`config.mk`:
```
export PLATFORM = sky130hd
export DESIGN_NAME = alternating_bit_sender_unit
export DESIGN_NICKNAME = d
export VERILOG_FILES = /design/src/design/abs_pkg.sv /design/src/design/alternating_bit_sender_unit.sv /design/src/design/abs_out_fifo.sv
export SDC_FILE = /design/constraint.sdc
export NUM_CORES = 1
export LEC_CHECK = 0
export BUFFER_PORTS_ARGS = -buffer_cell sky130_fd_sc_hd__buf_2
export CAP_MARGIN = 10
export CORE_MARGIN = 2
export CORE_UTILIZATION = 55
export CTS_CLUSTER_DIAMETER = 60
export DETAILED_ROUTE_END_ITERATION = 12
export PLACE_DENSITY = 0.82
export RECOVER_POWER = 25
export SLEW_MARGIN = 20
export SYNTH_ARGS = -nofsm -noshare
export SYNTH_HDL_FRONTEND = slang
export SYNTH_SLANG_ARGS = --single-unit
```
`constraint.sdc`:
```
create_clock -name clk -period 9.1 [get_ports clk]
set_input_delay 0.91 -clock clk [delete_from_list [all_inputs] [get_ports clk]]
set_output_delay 0.91 -clock clk [all_outputs]
set_load 0.01 [all_outputs]
```
`src/design/abs_pkg.sv`:
```
// shared types and codes for the alternating bit sender
package abs_pkg;

    // input item kinds
    localparam logic [1:0] FN_MSG  = 2'd0;
    localparam logic [1:0] FN_ACK  = 2'd1;
    localparam logic [1:0] FN_TICK = 2'd2;

    // result kinds
    localparam logic KIND_PAYLOAD = 1'b0;
    localparam logic KIND_TRAILER = 1'b1;

    localparam logic [15:0] TICKS_RESET = 16'd20;

    typedef struct packed {
        logic        kind;
        logic [7:0]  data;
        logic        seq;
        logic [15:0] checksum;
        logic        retx;
        logic        last;
    } abs_result_t;

endpackage

```
`src/design/alternating_bit_sender_unit.sv`:
```
// alternating bit stop-and-wait sender: control, payload memory and resend sequencer
// a message byte goes into the result queue as it is taken and leaves from its registers
// throughput: one message byte per cycle while the result queue has room; the final
//   byte of a message holds input off while the trailer is pushed; a timeout resend moves
//   one stored byte per cycle while the queue has room, via the memory's single read port
// reset: asynchronous, clears all control state and sets ticks_reg to 20; the payload
//   memory is not cleared and no clearing pass runs, input is taken right after reset
module alternating_bit_sender_unit
    import abs_pkg::*;
#(
    parameter int PAYLOAD_BYTES = 20
)
(
    input  logic        clk,
    input  logic        rst_n,
    // input channel
    input  logic        in_valid,
    output logic        in_ready,
    input  logic [1:0]  func,
    input  logic [7:0]  data_byte,
    input  logic [19:0] ack_number,
    input  logic [15:0] ack_sum,
    // output channel
    output logic        out_valid,
    input  logic        out_ready,
    output logic        out_kind,
    output logic [7:0]  out_byte,
    output logic        out_seq,
    output logic [15:0] out_checksum,
    output logic        is_retransmit,
    output logic        last_of_run,
    // configuration
    input  logic        cfg_we,
    input  logic [15:0] cfg_wdata
);

    localparam int IDX_W = (PAYLOAD_BYTES > 1) ? $clog2(PAYLOAD_BYTES) : 1;
    localparam int POS_W = $clog2(PAYLOAD_BYTES + 1);
    localparam logic [POS_W-1:0] LAST_POS = POS_W'(PAYLOAD_BYTES);

    // sequencer states
    localparam logic [1:0] S_RUN    = 2'd0;
    localparam logic [1:0] S_TRAIL  = 2'd1;
    localparam logic [1:0] S_RESEND = 2'd2;

    // control state
    logic [1:0]       state_reg, state_next;
    logic             waiting_reg, waiting_next;
    logic             seq_reg, seq_next;
    logic [POS_W-1:0] pos_reg, pos_next;
    logic             accepting_reg, accepting_next;
    logic [15:0]      sum_reg, sum_next;
    logic [15:0]      saved_sum_reg, saved_sum_next;
    logic [15:0]      countdown_reg, countdown_next;
    logic [15:0]      ticks_reg;
    logic             trail_retx_reg, trail_retx_next;
    // resend read pointer and the read in flight
    logic [POS_W-1:0] rs_cnt_reg, rs_cnt_next;
    logic             rd_pending_reg, rd_pending_next;

    // payload memory, one write and one registered read port
    logic [7:0]       payload_mem [PAYLOAD_BYTES];
    logic [7:0]       rd_data_reg;
    logic             mem_we;
    logic [IDX_W-1:0] mem_waddr;
    logic             rd_en;

    // message byte path
    logic             accept;
    logic             msg_start;
    logic [POS_W-1:0] pos_eff;
    logic [POS_W-1:0] pos_inc;
    logic [15:0]      sum_base;
    logic [15:0]      sum_new;
    logic             msg_full;
    logic             ack_match;
    logic             push_byte;
    logic             rs_done;

    // result queue side
    logic             push_valid;
    logic             push_ok;
    abs_result_t      push_data;
    abs_result_t      out_data;

    assign in_ready = (state_reg == S_RUN) && push_ok;
    assign accept   = in_valid && in_ready;

    // a new message starts after reset or once the previous message is complete
    assign msg_start = !accepting_reg || (pos_reg >= LAST_POS);
    assign pos_eff   = msg_start ? '0 : pos_reg;
    assign sum_base  = msg_start ? {15'b0, seq_reg} : sum_reg;
    assign sum_new   = sum_base + {8'b0, data_byte};
    assign pos_inc   = pos_eff + POS_W'(1);
    assign msg_full  = (pos_inc == LAST_POS);

    // ack must carry the current sequence bit in both number and checksum
    assign ack_match = waiting_reg && (ack_number == {19'b0, seq_reg})
                       && (ack_sum == {15'b0, seq_reg});

    assign mem_we    = accept && (func == FN_MSG) && !waiting_reg;
    assign mem_waddr = pos_eff[IDX_W-1:0];

    // resend: a read is issued once the previous byte has gone into the queue
    assign push_byte = (state_reg == S_RESEND) && rd_pending_reg && push_ok;
    assign rd_en     = (state_reg == S_RESEND) && (rs_cnt_reg != LAST_POS)
                       && (!rd_pending_reg || push_byte);
    assign rs_done   = (state_reg == S_RESEND) && (rs_cnt_reg == LAST_POS)
                       && (!rd_pending_reg || push_byte);

    always_comb
    begin
        state_next      = state_reg;
        waiting_next    = waiting_reg;
        seq_next        = seq_reg;
        pos_next        = pos_reg;
        accepting_next  = accepting_reg;
        sum_next        = sum_reg;
        saved_sum_next  = saved_sum_reg;
        countdown_next  = countdown_reg;
        trail_retx_next = trail_retx_reg;
        rs_cnt_next     = rs_cnt_reg;
        rd_pending_next = rd_pending_reg;
        push_valid      = 1'b0;
        push_data       = '{kind: KIND_PAYLOAD, data: 8'd0, seq: seq_reg,
                            checksum: 16'd0, retx: 1'b0, last: 1'b0};

        case (state_reg)
            S_RUN:
            begin
                if (accept)
                begin
                    case (func)
                        FN_MSG:
                        begin
                            // bytes are dropped while an ack is outstanding
                            if (!waiting_reg)
                            begin
                                push_valid     = 1'b1;
                                push_data.data = data_byte;
                                push_data.last = !msg_full;
                                if (msg_full)
                                begin
                                    saved_sum_next  = sum_new;
                                    waiting_next    = 1'b1;
                                    accepting_next  = 1'b0;
                                    pos_next        = '0;
                                    countdown_next  = ticks_reg;
                                    trail_retx_next = 1'b0;
                                    state_next      = S_TRAIL;
                                end
                                else
                                begin
                                    accepting_next = 1'b1;
                                    pos_next       = pos_inc;
                                    sum_next       = sum_new;
                                end
                            end
                        end
                        FN_ACK:
                        begin
                            if (ack_match)
                            begin
                                waiting_next   = 1'b0;
                                seq_next       = ~seq_reg;
                                countdown_next = 16'd0;
                            end
                        end
                        FN_TICK:
                        begin
                            if (waiting_reg)
                            begin
                                // zero in the register behaves like one
                                if (countdown_reg <= 16'd1)
                                begin
                                    countdown_next  = ticks_reg;
                                    rs_cnt_next     = '0;
                                    rd_pending_next = 1'b0;
                                    state_next      = S_RESEND;
                                end
                                else
                                begin
                                    countdown_next = countdown_reg - 16'd1;
                                end
                            end
                        end
                        default:
                        begin
                            // unused code, no effect
                        end
                    endcase
                end
            end
            S_TRAIL:
            begin
                push_valid         = 1'b1;
                push_data.kind     = KIND_TRAILER;
                push_data.checksum = saved_sum_reg;
                push_data.retx     = trail_retx_reg;
                push_data.last     = 1'b1;
                if (push_ok)
                begin
                    state_next = S_RUN;
                end
            end
            S_RESEND:
            begin
                push_valid     = rd_pending_reg;
                push_data.data = rd_data_reg;
                push_data.retx = 1'b1;
                if (rd_en)
                begin
                    rs_cnt_next     = rs_cnt_reg + POS_W'(1);
                    rd_pending_next = 1'b1;
                end
                else if (push_byte)
                begin
                    rd_pending_next = 1'b0;
                end
                if (rs_done)
                begin
                    trail_retx_next = 1'b1;
                    state_next      = S_TRAIL;
                end
            end
            default:
            begin
                state_next = S_RUN;
            end
        endcase
    end

    // payload memory
    always_ff @(posedge clk)
    begin
        if (mem_we)
        begin
            payload_mem[mem_waddr] <= data_byte;
        end
        if (rd_en)
        begin
            rd_data_reg <= payload_mem[rs_cnt_reg[IDX_W-1:0]];
        end
    end

    always_ff @(posedge clk or negedge rst_n)
    begin
        if (!rst_n)
        begin
            state_reg      <= S_RUN;
            waiting_reg    <= 1'b0;
            seq_reg        <= 1'b0;
            pos_reg        <= '0;
            accepting_reg  <= 1'b0;
            sum_reg        <= 16'd0;
            saved_sum_reg  <= 16'd0;
            countdown_reg  <= 16'd0;
            ticks_reg      <= TICKS_RESET;
            trail_retx_reg <= 1'b0;
            rs_cnt_reg     <= '0;
            rd_pending_reg <= 1'b0;
        end
        else
        begin
            state_reg      <= state_next;
            waiting_reg    <= waiting_next;
            seq_reg        <= seq_next;
            pos_reg        <= pos_next;
            accepting_reg  <= accepting_next;
            sum_reg        <= sum_next;
            saved_sum_reg  <= saved_sum_next;
            countdown_reg  <= countdown_next;
            trail_retx_reg <= trail_retx_next;
            rs_cnt_reg     <= rs_cnt_next;
            rd_pending_reg <= rd_pending_next;
            if (cfg_we)
            begin
                ticks_reg <= cfg_wdata;
            end
        end
    end

    // result queue decouples the core from output stalls
    abs_out_fifo u_out_fifo (
        .clk        (clk),
        .rst_n      (rst_n),
        .push_valid (push_valid),
        .push_data  (push_data),
        .push_ok    (push_ok),
        .out_valid  (out_valid),
        .out_ready  (out_ready),
        .out_data   (out_data)
    );

    assign out_kind      = out_data.kind;
    assign out_byte      = out_data.data;
    assign out_seq       = out_data.seq;
    assign out_checksum  = out_data.checksum;
    assign is_retransmit = out_data.retx;
    assign last_of_run   = out_data.last;

`ifndef SYNTHESIS
    // a resend only runs while an ack is outstanding
    a_resend_waiting: assert property (@(posedge clk) disable iff (!rst_n)
        (state_reg == S_RESEND) |-> waiting_reg)
        else $error("resend without outstanding ack");

    // a memory read is only in flight during a resend
    a_pending_resend: assert property (@(posedge clk) disable iff (!rst_n)
        rd_pending_reg |-> (state_reg == S_RESEND))
        else $error("read in flight outside resend");

    // resend pointer never runs past the stored payload
    a_rs_bound: assert property (@(posedge clk) disable iff (!rst_n)
        rs_cnt_reg <= LAST_POS)
        else $error("resend pointer out of range");

    // a matching ack flips the sequence bit and leaves the waiting state
    a_ack_flip: assert property (@(posedge clk) disable iff (!rst_n)
        (accept && (func == FN_ACK) && ack_match)
        |=> (seq_reg != $past(seq_reg)) && !waiting_reg)
        else $error("accepted ack did not flip sequence");

    // every trailer closes its run
    a_trailer_last: assert property (@(posedge clk) disable iff (!rst_n)
        (push_valid && (push_data.kind == KIND_TRAILER)) |-> push_data.last)
        else $error("trailer not marked last");
`endif

endmodule

```
`src/design/abs_out_fifo.sv`:
```
// two entry result queue between the sender core and the output channel
module abs_out_fifo
    import abs_pkg::*;
(
    input  logic        clk,
    input  logic        rst_n,
    input  logic        push_valid,
    input  abs_result_t push_data,
    output logic        push_ok,
    output logic        out_valid,
    input  logic        out_ready,
    output abs_result_t out_data
);

    abs_result_t entries_reg [2];
    logic        wr_ptr_reg;
    logic        rd_ptr_reg;
    logic [1:0]  count_reg;
    logic        push;
    logic        pop;

    assign push_ok   = (count_reg != 2'd2);
    assign out_valid = (count_reg != 2'd0);
    assign out_data  = entries_reg[rd_ptr_reg];
    assign push      = push_valid && push_ok;
    assign pop       = out_valid && out_ready;

    always_ff @(posedge clk)
    begin
        if (push)
        begin
            entries_reg[wr_ptr_reg] <= push_data;
        end
    end

    always_ff @(posedge clk or negedge rst_n)
    begin
        if (!rst_n)
        begin
            wr_ptr_reg <= 1'b0;
            rd_ptr_reg <= 1'b0;
            count_reg  <= 2'd0;
        end
        else
        begin
            if (push)
            begin
                wr_ptr_reg <= ~wr_ptr_reg;
            end
            if (pop)
            begin
                rd_ptr_reg <= ~rd_ptr_reg;
            end
            if (push && !pop)
            begin
                count_reg <= count_reg + 2'd1;
            end
            else if (pop && !push)
            begin
                count_reg <= count_reg - 2'd1;
            end
        end
    end

endmodule

```
==> metrics.txt, run 1 <==
run status finished, violations left; failing checks capacitance limit, slew limit; Finished Cell Area 0.0156 mm2; Post-Synthesis Cells 930; Final Max Slew Viols 36; DP Wirelength 18.4 mm; Crit Path Category reg2reg; syn nets 1,024; synthesis-stage register bit count 309; dominant synthesized flop cell edfxtp_1; sequential fraction of the synthesis area 64.4%; All-Layer GR Usage 21.7%; post-route DRC violation count 0; hold buffers post-CTS 0; total power 4.21 mW; worst hold-check path type reg2reg; Vias 8,177; Yosys warning count 0; count of final setup violators 0; max reg flops 160; syn avg cell area 14.8 um2; Reg2Reg Setup Slack 4.55 ns; Num CTS Buffers 30; buffer levels on the longest clock path 3; largest net degree at the start of global routing 52; total wire length 28.2 mm; Post-synth EDFFs 224; complex-gate fraction of the synthesized area 6.90%; dominant cells by area after synthesis edfxtp_1, dfrtp_1, mux4_2; layout cells sized above 1 26.1%; clock transition at the registers of the reported paths 0.06 ns; Worst VDD drop 207 uV; DRT antenna net count 0; Critical Path Start Type register; wire per inst 20.5 um; fin crit period 4.55 ns; Tcrit/Tclk final 50.0%; Leak 5.76 nW; Worst Tran Pin Value 1.94 ns; Cell variety after synth 68; most frequent cells in the layout edfxtp_1, buf_2, dfrtp_1; # rows 57; Root Driver clkbuf_16; CP max-delay cell o21ai_0; total die area 0.0263 mm2; CP Max Fanout 25; buffers plus inverters on the worst setup path 1; Post-synth ARST share 27.5%; initial drt markers 597; CTS H-tree depth 1; crit-path max cell delay 0.85 ns; vias in the first global route 8,149; Final Util 63.7%; RSZ-0062 raised after global routing no; post-synthesis mux area share 13.7%; Final Hold Viols 0; Antenna Cells 0; main combinational cell family by area after synthesis multiplexers; Worst slew margin -29.2%; commonest non-fill, non-tap cell in the layout edfxtp_1; Die X 162 um; Power Dens Cells 270 mW/mm2; critical path's top delay family compound AO/OA/AOI/OAI gates; Core Region 0.0245 mm2; Finished Layout Cells 1,374; routability cong. 0.858; grt ovf 0; Critical R2R Capture countdown_reg[4]; setup tns final 0 ns; clk_skew 0.0230 ns; antenna violations before repair 0; Area Overhead vs Synth 13.3%; Synth Area in XOR/XNOR 1.53%; Chip Height 162 um; CTS tree yes; Placed Instances 1,318; crit end category register; R2R cell count 11; io pins 97; clk_lat worst skew 0.57 ns; first drt pass iteration count 5; Adder-Cell Fraction of Synth Area 2.51%; Worst Hold End saved_sum_reg[15]; # port buffers 96; post-synthesis simple-gate area fraction 9.18%; Clock Sinks 309; fmax 220 MHz; CP cell instances o21ai_0 > and2_1 > nand2_1 > inv_1 > ha_1 > nand2_1 > mux2i_1 > nand3_4 > a2111o_1 > nand2b_4 > o21ai_0; # resized after CTS 0; Via density 5.95; CP required 9.54 ns; Synth area leader edfxtp_1; Max Cap Viol 1; worst hold stages 2; area of the mapped netlist 0.0138 mm2; area share of the largest cell type after synthesis 48.9%; cell area after placement 0.0145 mm2; Starting Density 56.2%; post-CTS repair timing setup buffer count 0; Reg2Reg Launch Point pos_reg[2]; Arr. time, crit path 5.00 ns; Hold Startpoint saved_sum_reg[15]; FILL cells 1,715; Layout Nets 1,120; first-pass GRT wire length 44.6 mm
## area by class of cell
cell class	instances	area, um2	share of cell area [%]
clock inverters	15	223	1.43
well taps	324	405	2.60
inverters	21	78.8	0.506
repair buffers	104	528	3.39
multi-input cells	560	4650	29.8
clock buffers	41	843	5.41
flip-flops and latches	309	8860	56.8
## kinds of logic (layout without fill, tap and decap cells)
kind of cell | count (synthesis) | in the layout
flops | 309 | 309
simple gates | 243 | 243
compound gates | 146 | 146
mux | 120 | 120
buf+inv | 61 | 181
fa+ha+maj | 27 | 27
xor+xnor | 24 | 24
## worst reg2reg max path: stages, from the launching register on
cell      delay, ns
dfrtp_1        0.49
o21ai_0        0.86
and2_1         0.53
nand2_1        0.18
inv_1          0.17
ha_1           0.29
nand2_1        0.08
mux2i_1        0.34
nand3_4        0.17
a2111o_1       0.77
nand2b_4       0.32
o21ai_0        0.26
## cells in the mapped netlist, types with 3 or more instances
master / count
o21ai_1: 10
nor3_1: 12
and2_1: 25
a21o_1: 4
ha_1: 26
nor2b_1: 8
nand4_1: 6
or3_1: 5
nor4_1: 14
buf_2: 10
or4_1: 4
nor2_1: 49
o21ai_0: 43
inv_1: 21
dfrtp_1: 83
o21a_1: 4
xnor2_1: 18
nand3_1: 18
clkbuf_1: 26
edfxtp_1: 224
o31ai_1: 4
buf_1: 3
a21oi_1: 29
mux2i_1: 7
o21ba_2: 3
o22ai_1: 4
xor2_1: 6
o211ai_1: 5
and3_1: 11
nand2_1: 68
nand2b_1: 6
nor3b_1: 3
mux2_2: 65
a31oi_1: 8
a22o_1: 8
mux4_2: 48
## layer usage
metal,GRT usage (%),routed length [um]
met4,5.75,588
met1,29.8,11700
met3,2.63,1440
met5,0,0
met2,37.2,14400
## power by group
group / leakage [nW] / switching (mW) / internal [mW]
clock network: 0.519 / 0.527 / 0.794
logic: 2.09 / 0.552 / 0.473
registers: 3.15 / 0.139 / 1.72
total: 5.76 / 1.22 / 2.99
## stage by stage
stage | hold WS [ns] | setup WS [ns]
final | 0.470 | 4.55
after global routing | 0.493 | 4.24
after CTS | 0.305 | 4.65
after detailed placement | 0.463 | 4.69
after global placement | 0.455 | 4.90
after floorplan | 0.441 | 5.43
## worst max path at each step
stage,cells after the start,startpoint,endpoint
after floorplan,6,func[0],u_out_fifo.entries_reg[0][0]
after global placement,11,pos_reg[2],countdown_reg[0]
after CTS,11,pos_reg[2],countdown_reg[4]
after detailed placement,11,pos_reg[2],countdown_reg[0]
final,11,pos_reg[2],countdown_reg[4]
after global routing,11,pos_reg[2],countdown_reg[4]
Power figures use the tool's default switching activity.
==> run 2: changes to the inputs <==
PLACE_DENSITY = 0.85   (was 0.82)
clock period = 3.7 ns   (was 9.1 ns; I/O delays follow)
==> metrics.txt, run 2 (synthesis results as in run 1) <==
Max Cap Viol 0 (-1); Chip Height 162 um (unchanged); initial drt markers 733 (+23%); Root Driver clkbuf_16; Core Region 0.0245 mm2 (unchanged); # resized after CTS 0 (unchanged); FILL cells 1,696 (-1.1%); max reg flops 160 (unchanged); Num CTS Buffers 30 (unchanged); run status finished clean; DP Wirelength 18.9 mm (+2.9%); fmax 287 MHz (+31%); Leak 5.80 nW (+0.78%); Flop pwr share 45.3% (+1.1 points); switching pwr 2.96 mW (+140%); Worst slew margin 25.2% (+54 points); clk_skew 0.0136 ns (-0.00939 ns); total power 10.1 mW (+140%); Reg2Reg Setup Slack 0.22 ns (-4.33 ns); first-pass GRT wire length 45.0 mm (+0.68%); Finished Cell Area 0.0156 mm2 (+0.25%); CTS tree yes; Layout Nets 1,138 (+1.6%); Int Power 7.13 mW (+140%); worst hold-check path type in2reg; R2R cell count 10 (-1); antenna violations before repair 0 (unchanged); post-CTS repair timing setup buffer count 0 (unchanged); setup tns final 0 ns (unchanged); RSZ-0062 raised after global routing no; clock share of power 29.3% (-2.1 points); Clock Sinks 309 (unchanged); area of the multi-input gates 0.00465 mm2 (unchanged); CTS H-tree depth 1 (unchanged); count of final setup violators 0 (unchanged); Tcrit/Tclk final 94.1% (+44 points); Die X 162 um (unchanged); io pins 97 (unchanged); total die area 0.0263 mm2 (unchanged); All-Layer GR Usage 21.8% (+0.12 points); # port buffers 96 (unchanged); Antenna Cells 0 (unchanged); total wire length 28.3 mm (+0.38%); grt ovf 0 (unchanged); Net Sw Frac 29.3% (+0.36 points); Vias 8,354 (+2.2%); Starting Density 56.2% (unchanged); combinational cell fraction of total power 25.4% (+1.0 points); Critical Path Start Type register; wire per inst 20.3 um (-0.92%); DRT antenna net count 0 (unchanged); clock transition at the registers of the reported paths 0.06 ns (about the same); commonest non-fill, non-tap cell in the layout edfxtp_1; Power Dens Cells 645 mW/mm2 (+140%); layout cells sized above 1 26.7% (+0.59 points); Worst Tran Pin Value 1.12 ns (-0.816 ns); routability cong. 0.870 (+1.4%); clk_lat worst skew 0.55 ns (-0.02 ns); Area Overhead vs Synth 13.6%; Crit Path Category reg2reg; crit end category register; Final Hold Viols 0 (unchanged); # rows 57 (unchanged); Final Max Slew Viols 0 (-100%); buffer levels on the longest clock path 3 (unchanged); largest net degree at the start of global routing 69 (+33%); register area 0.00886 mm2 (unchanged); most frequent cells in the layout edfxtp_1, buf_2, dfrtp_1; Via density 6.00 (+0.84%); post-route DRC violation count 0 (unchanged); Worst VDD drop 399 uV (+93%); worst hold stages 3 (+1); first drt pass iteration count 6 (+1); cell area after placement 0.0147 mm2 (+0.96%); vias in the first global route 8,509 (+4.4%); CP required 4.15 ns (-5.39 ns); CP Max Fanout 25 (unchanged); Arr. time, crit path 3.93 ns (-1.07 ns); fin crit period 3.48 ns (-1.07 ns)
run 2: cell types whose count changed in the layout (fill, tap and decap cells not counted), sizes merged:
cell | previous run | this run
clkbuf | 51 | 50
dlygate4sd3 | 0 | 1
clkinv | 7 | 14
clkinvlp | 2 | 1
bufinv | 5 | 2
buf | 94 | 109
run 2: what timing repair did:
item,CTS,global route
hold buffers,1,0
endpoints found under the hold margin,65,0
setup endpoints to repair,0,0
run 2: area by class of cell:
cell class	count	share of cell area, %
sequential	309	56.7
multi-input combinational	560	29.8
clock buffer	38	5.26
timing repair buffer	122	4.28
tap	324	2.59
clock inverter	18	0.913
inverter	21	0.504
run 2: worst paths after layout:
path / start / end
worst min register to register: saved_sum_reg[15] / saved_sum_reg[15]
min in group asynchronous: rst_n / saved_sum_reg[14]
worst min-delay path: cfg_wdata[13] / ticks_reg[13]
worst max-delay path: pos_reg[3] / countdown_reg[0]
max in group asynchronous: rst_n / sum_reg[4]
worst max register to register: pos_reg[3] / countdown_reg[0]
run 2: critical path: stages (launching register included):
cell,delay [ns]
dfrtp_1,0.45
o21ai_0,0.24
buf_4,0.20
and3_1,0.25
ha_1,0.29
nand2_1,0.09
mux2i_1,0.35
nand3_4,0.17
a2111o_1,0.78
nand2b_4,0.32
o31ai_2,0.25
run 2: stage by stage:
step                      hold slack (ns)  setup slack (ns)  std cells  util (%)
final                              0.0311             0.219       1392      63.9
after detailed placement            0.463             0.329       1335      60.0
after global placement              0.453             0.499       1335      60.0
after CTS                          0.0127             0.264       1392      64.0
after global routing               0.0460            0.0433       1392      63.9
after floorplan                    0.0744             0.184        930         -
run 2: power by group through the flow:
stage                     registers [mW]  logic (mW)  clock network, mW
after detailed placement            4.63        2.54                  0
after CTS                           4.57        2.58               3.00
after global routing                4.62        2.81               3.14
after floorplan                     4.45        1.93                  0
after global placement              4.61        2.48                  0
final                               4.57        2.56               2.96
run 2: layer usage:
| metal | vias to the layer above | GRT usage, % | wire length (um) |
|---|---|---|---|
| li1 | 3794 | - | - |
| met1 | 4199 | 29.5 | 11400 |
| met2 | 312 | 37.3 | 14300 |
| met3 | 49 | 3.93 | 1980 |
| met4 | 0 | 5.23 | 636 |
| met5 | - | 0 | 0 |
==> run 3: changes to the inputs <==
RECOVER_POWER = 50   (was 25)
==> metrics.txt, run 3 (synthesis results as in run 1) <==
post-route DRC violation count 0 (unchanged); most frequent cells in the layout edfxtp_1, dfrtp_1, buf_2; Crit Path Category reg2reg; first-pass GRT wire length 45.0 mm (unchanged); DP Wirelength 18.9 mm (unchanged); Final Hold Viols 0 (unchanged); run status finished, violations left; Antenna Cells 0 (unchanged); Hold Startpoint cfg_wdata[13]; worst hold stages 3 (unchanged); crit end category register; failing checks capacitance limit, slew limit; Via density 6.04 (+0.65%); Core Region 0.0245 mm2 (unchanged); CTS tree yes; Layout Nets 1,138 (unchanged); Final Max Slew Viols 69 (+69); Reg2Reg Setup Slack 0.20 ns (-0.02 ns); Worst Tran Pin Value 1.73 ns (+0.603 ns); crit-path max cell delay 0.78 ns (about the same); hold buffers post-CTS 1 (unchanged); setup tns final 0 ns (unchanged); wire per inst 20.4 um (about the same); Critical Path Start Type register; post-CTS repair timing setup buffer count 0 (unchanged); CTS H-tree depth 1 (unchanged); first drt pass iteration count 5 (-1); register area 0.00886 mm2 (about the same); R2R cell count 10 (unchanged); Critical R2R Capture countdown_reg[0]; CP required 4.15 ns (about the same); Die X 162 um (unchanged); WHS 0.0331 ns (+0.00204 ns); initial drt markers 766 (+4.5%); Chip Height 162 um (unchanged); total die area 0.0263 mm2 (unchanged); Num CTS Buffers 30 (unchanged); commonest non-fill, non-tap cell in the layout edfxtp_1; layout cells sized above 1 24.7% (-2.0 points); Worst slew margin -15.0% (-40 points); # port buffers 96 (unchanged); worst hold-check path type in2reg; fmax 286 MHz (-0.57%); CP cell instances o21ai_0 > buf_4 > and3_1 > ha_1 > nand2_1 > mux2i_1 > nand3_4 > a2111o_1 > nand2b_4 > o31ai_2; Leak 5.73 nW (-1.3%); routability cong. 0.870 (unchanged); clk_skew 0.0114 ns (-0.00216 ns); Vias 8,408 (+0.65%); RSZ-0062 raised after global routing no; DRT antenna net count 0 (unchanged); Starting Density 56.2% (unchanged); clock transition at the registers of the reported paths 0.07 ns (about the same); Clock Sinks 309 (unchanged); All-Layer GR Usage 21.8% (unchanged); vias in the first global route 8,509 (unchanged); Power Dens Cells 645 mW/mm2 (about the same); io pins 97 (unchanged); total wire length 28.3 mm (about the same); Max Cap Viol 1 (+1); max reg flops 160 (unchanged); CP Max Fanout 25 (unchanged); Arr. time, crit path 3.95 ns (+0.02 ns); antenna violations before repair 0 (unchanged); Tcrit/Tclk final 94.6% (+0.53 points); Worst Hold End ticks_reg[13]; Root Driver clkbuf_16; # rows 57 (unchanged); Worst VDD drop 398 uV (-0.32%); grt ovf 0 (unchanged); count of final setup violators 0 (unchanged); FILL cells 1,714 (+1.1%); CP max-delay cell a2111o_1; fin crit period 3.50 ns (+0.0198 ns); largest net degree at the start of global routing 69 (unchanged); # resized after CTS 0 (unchanged); buffer levels on the longest clock path 3 (unchanged); Reg2Reg Launch Point pos_reg[3]; Area Overhead vs Synth 13.4%; clk_lat worst skew 0.55 ns (about the same); area of the multi-input gates 0.00465 mm2 (unchanged)
run 3: cell types whose count changed in the layout (fill, tap and decap cells not counted), moves of 3 or more:
cell      previous run  this run
and2_0               0        16
and2_1              25         9
buf_2               87        70
buf_4               21        18
clkbuf_1            17        36
run 3: worst max-delay path by stage:
stage | from | endpoint | cells past startpoint
after floorplan | rs_cnt_reg[0] | rs_cnt_reg[4] | 11
after global placement | pos_reg[3] | countdown_reg[0] | 10
after detailed placement | pos_reg[3] | countdown_reg[0] | 10
after CTS | pos_reg[3] | countdown_reg[0] | 10
after global routing | pos_reg[3] | countdown_reg[0] | 10
final | pos_reg[3] | countdown_reg[0] | 10
run 3: through the flow:
stage | total power, mW | util (%) | worst slack [ns] | std cells | area (um2)
after CTS | 10.2 | 64.0 | 0.264 | 1392 | 15700
after global placement | 7.08 | 60.0 | 0.499 | 1335 | 14700
final | 10.1 | 63.8 | 0.199 | 1392 | 15600
after detailed placement | 7.17 | 60.0 | 0.329 | 1335 | 14700
after floorplan | 6.38 | - | 0.184 | 930 | 13800
after global routing | 10.5 | 63.8 | 0.0433 | 1392 | 15600
run 3: power by group:
group / total (mW) / switching, mW / internal [mW]
registers: 4.57 / 0.336 / 4.23
logic: 2.54 / 1.38 / 1.16
clock network: 2.96 / 1.25 / 1.71
total: 10.1 / 2.96 / 7.10
run 3: metal layers:
layer	GRT usage, %	wire length (um)
met5	0	0
met4	5.23	617
met3	3.93	2050
met2	37.3	14300
met1	29.5	11300
run 3: critical path: cells and delay by family, from the launching register on:
kind                     cells  cell delay (ns)
AO/OA/AOI/OAI                3             1.27
adder cells (fa/ha/maj)      1             0.30
buffers and inverters        1             0.20
flip-flops                   1             0.45
multiplexers                 1             0.35
AND/OR/NAND/NOR              4             0.83
run 3: cell type report:
type                    count  share of cell area, %
multi-input cells         560                   29.8
well taps                 324                   2.60
inverters                  21                  0.505
clock buffers              38                   5.27
repair buffers            122                   4.08
flip-flops and latches    309                   56.8
clock inverters            18                  0.915
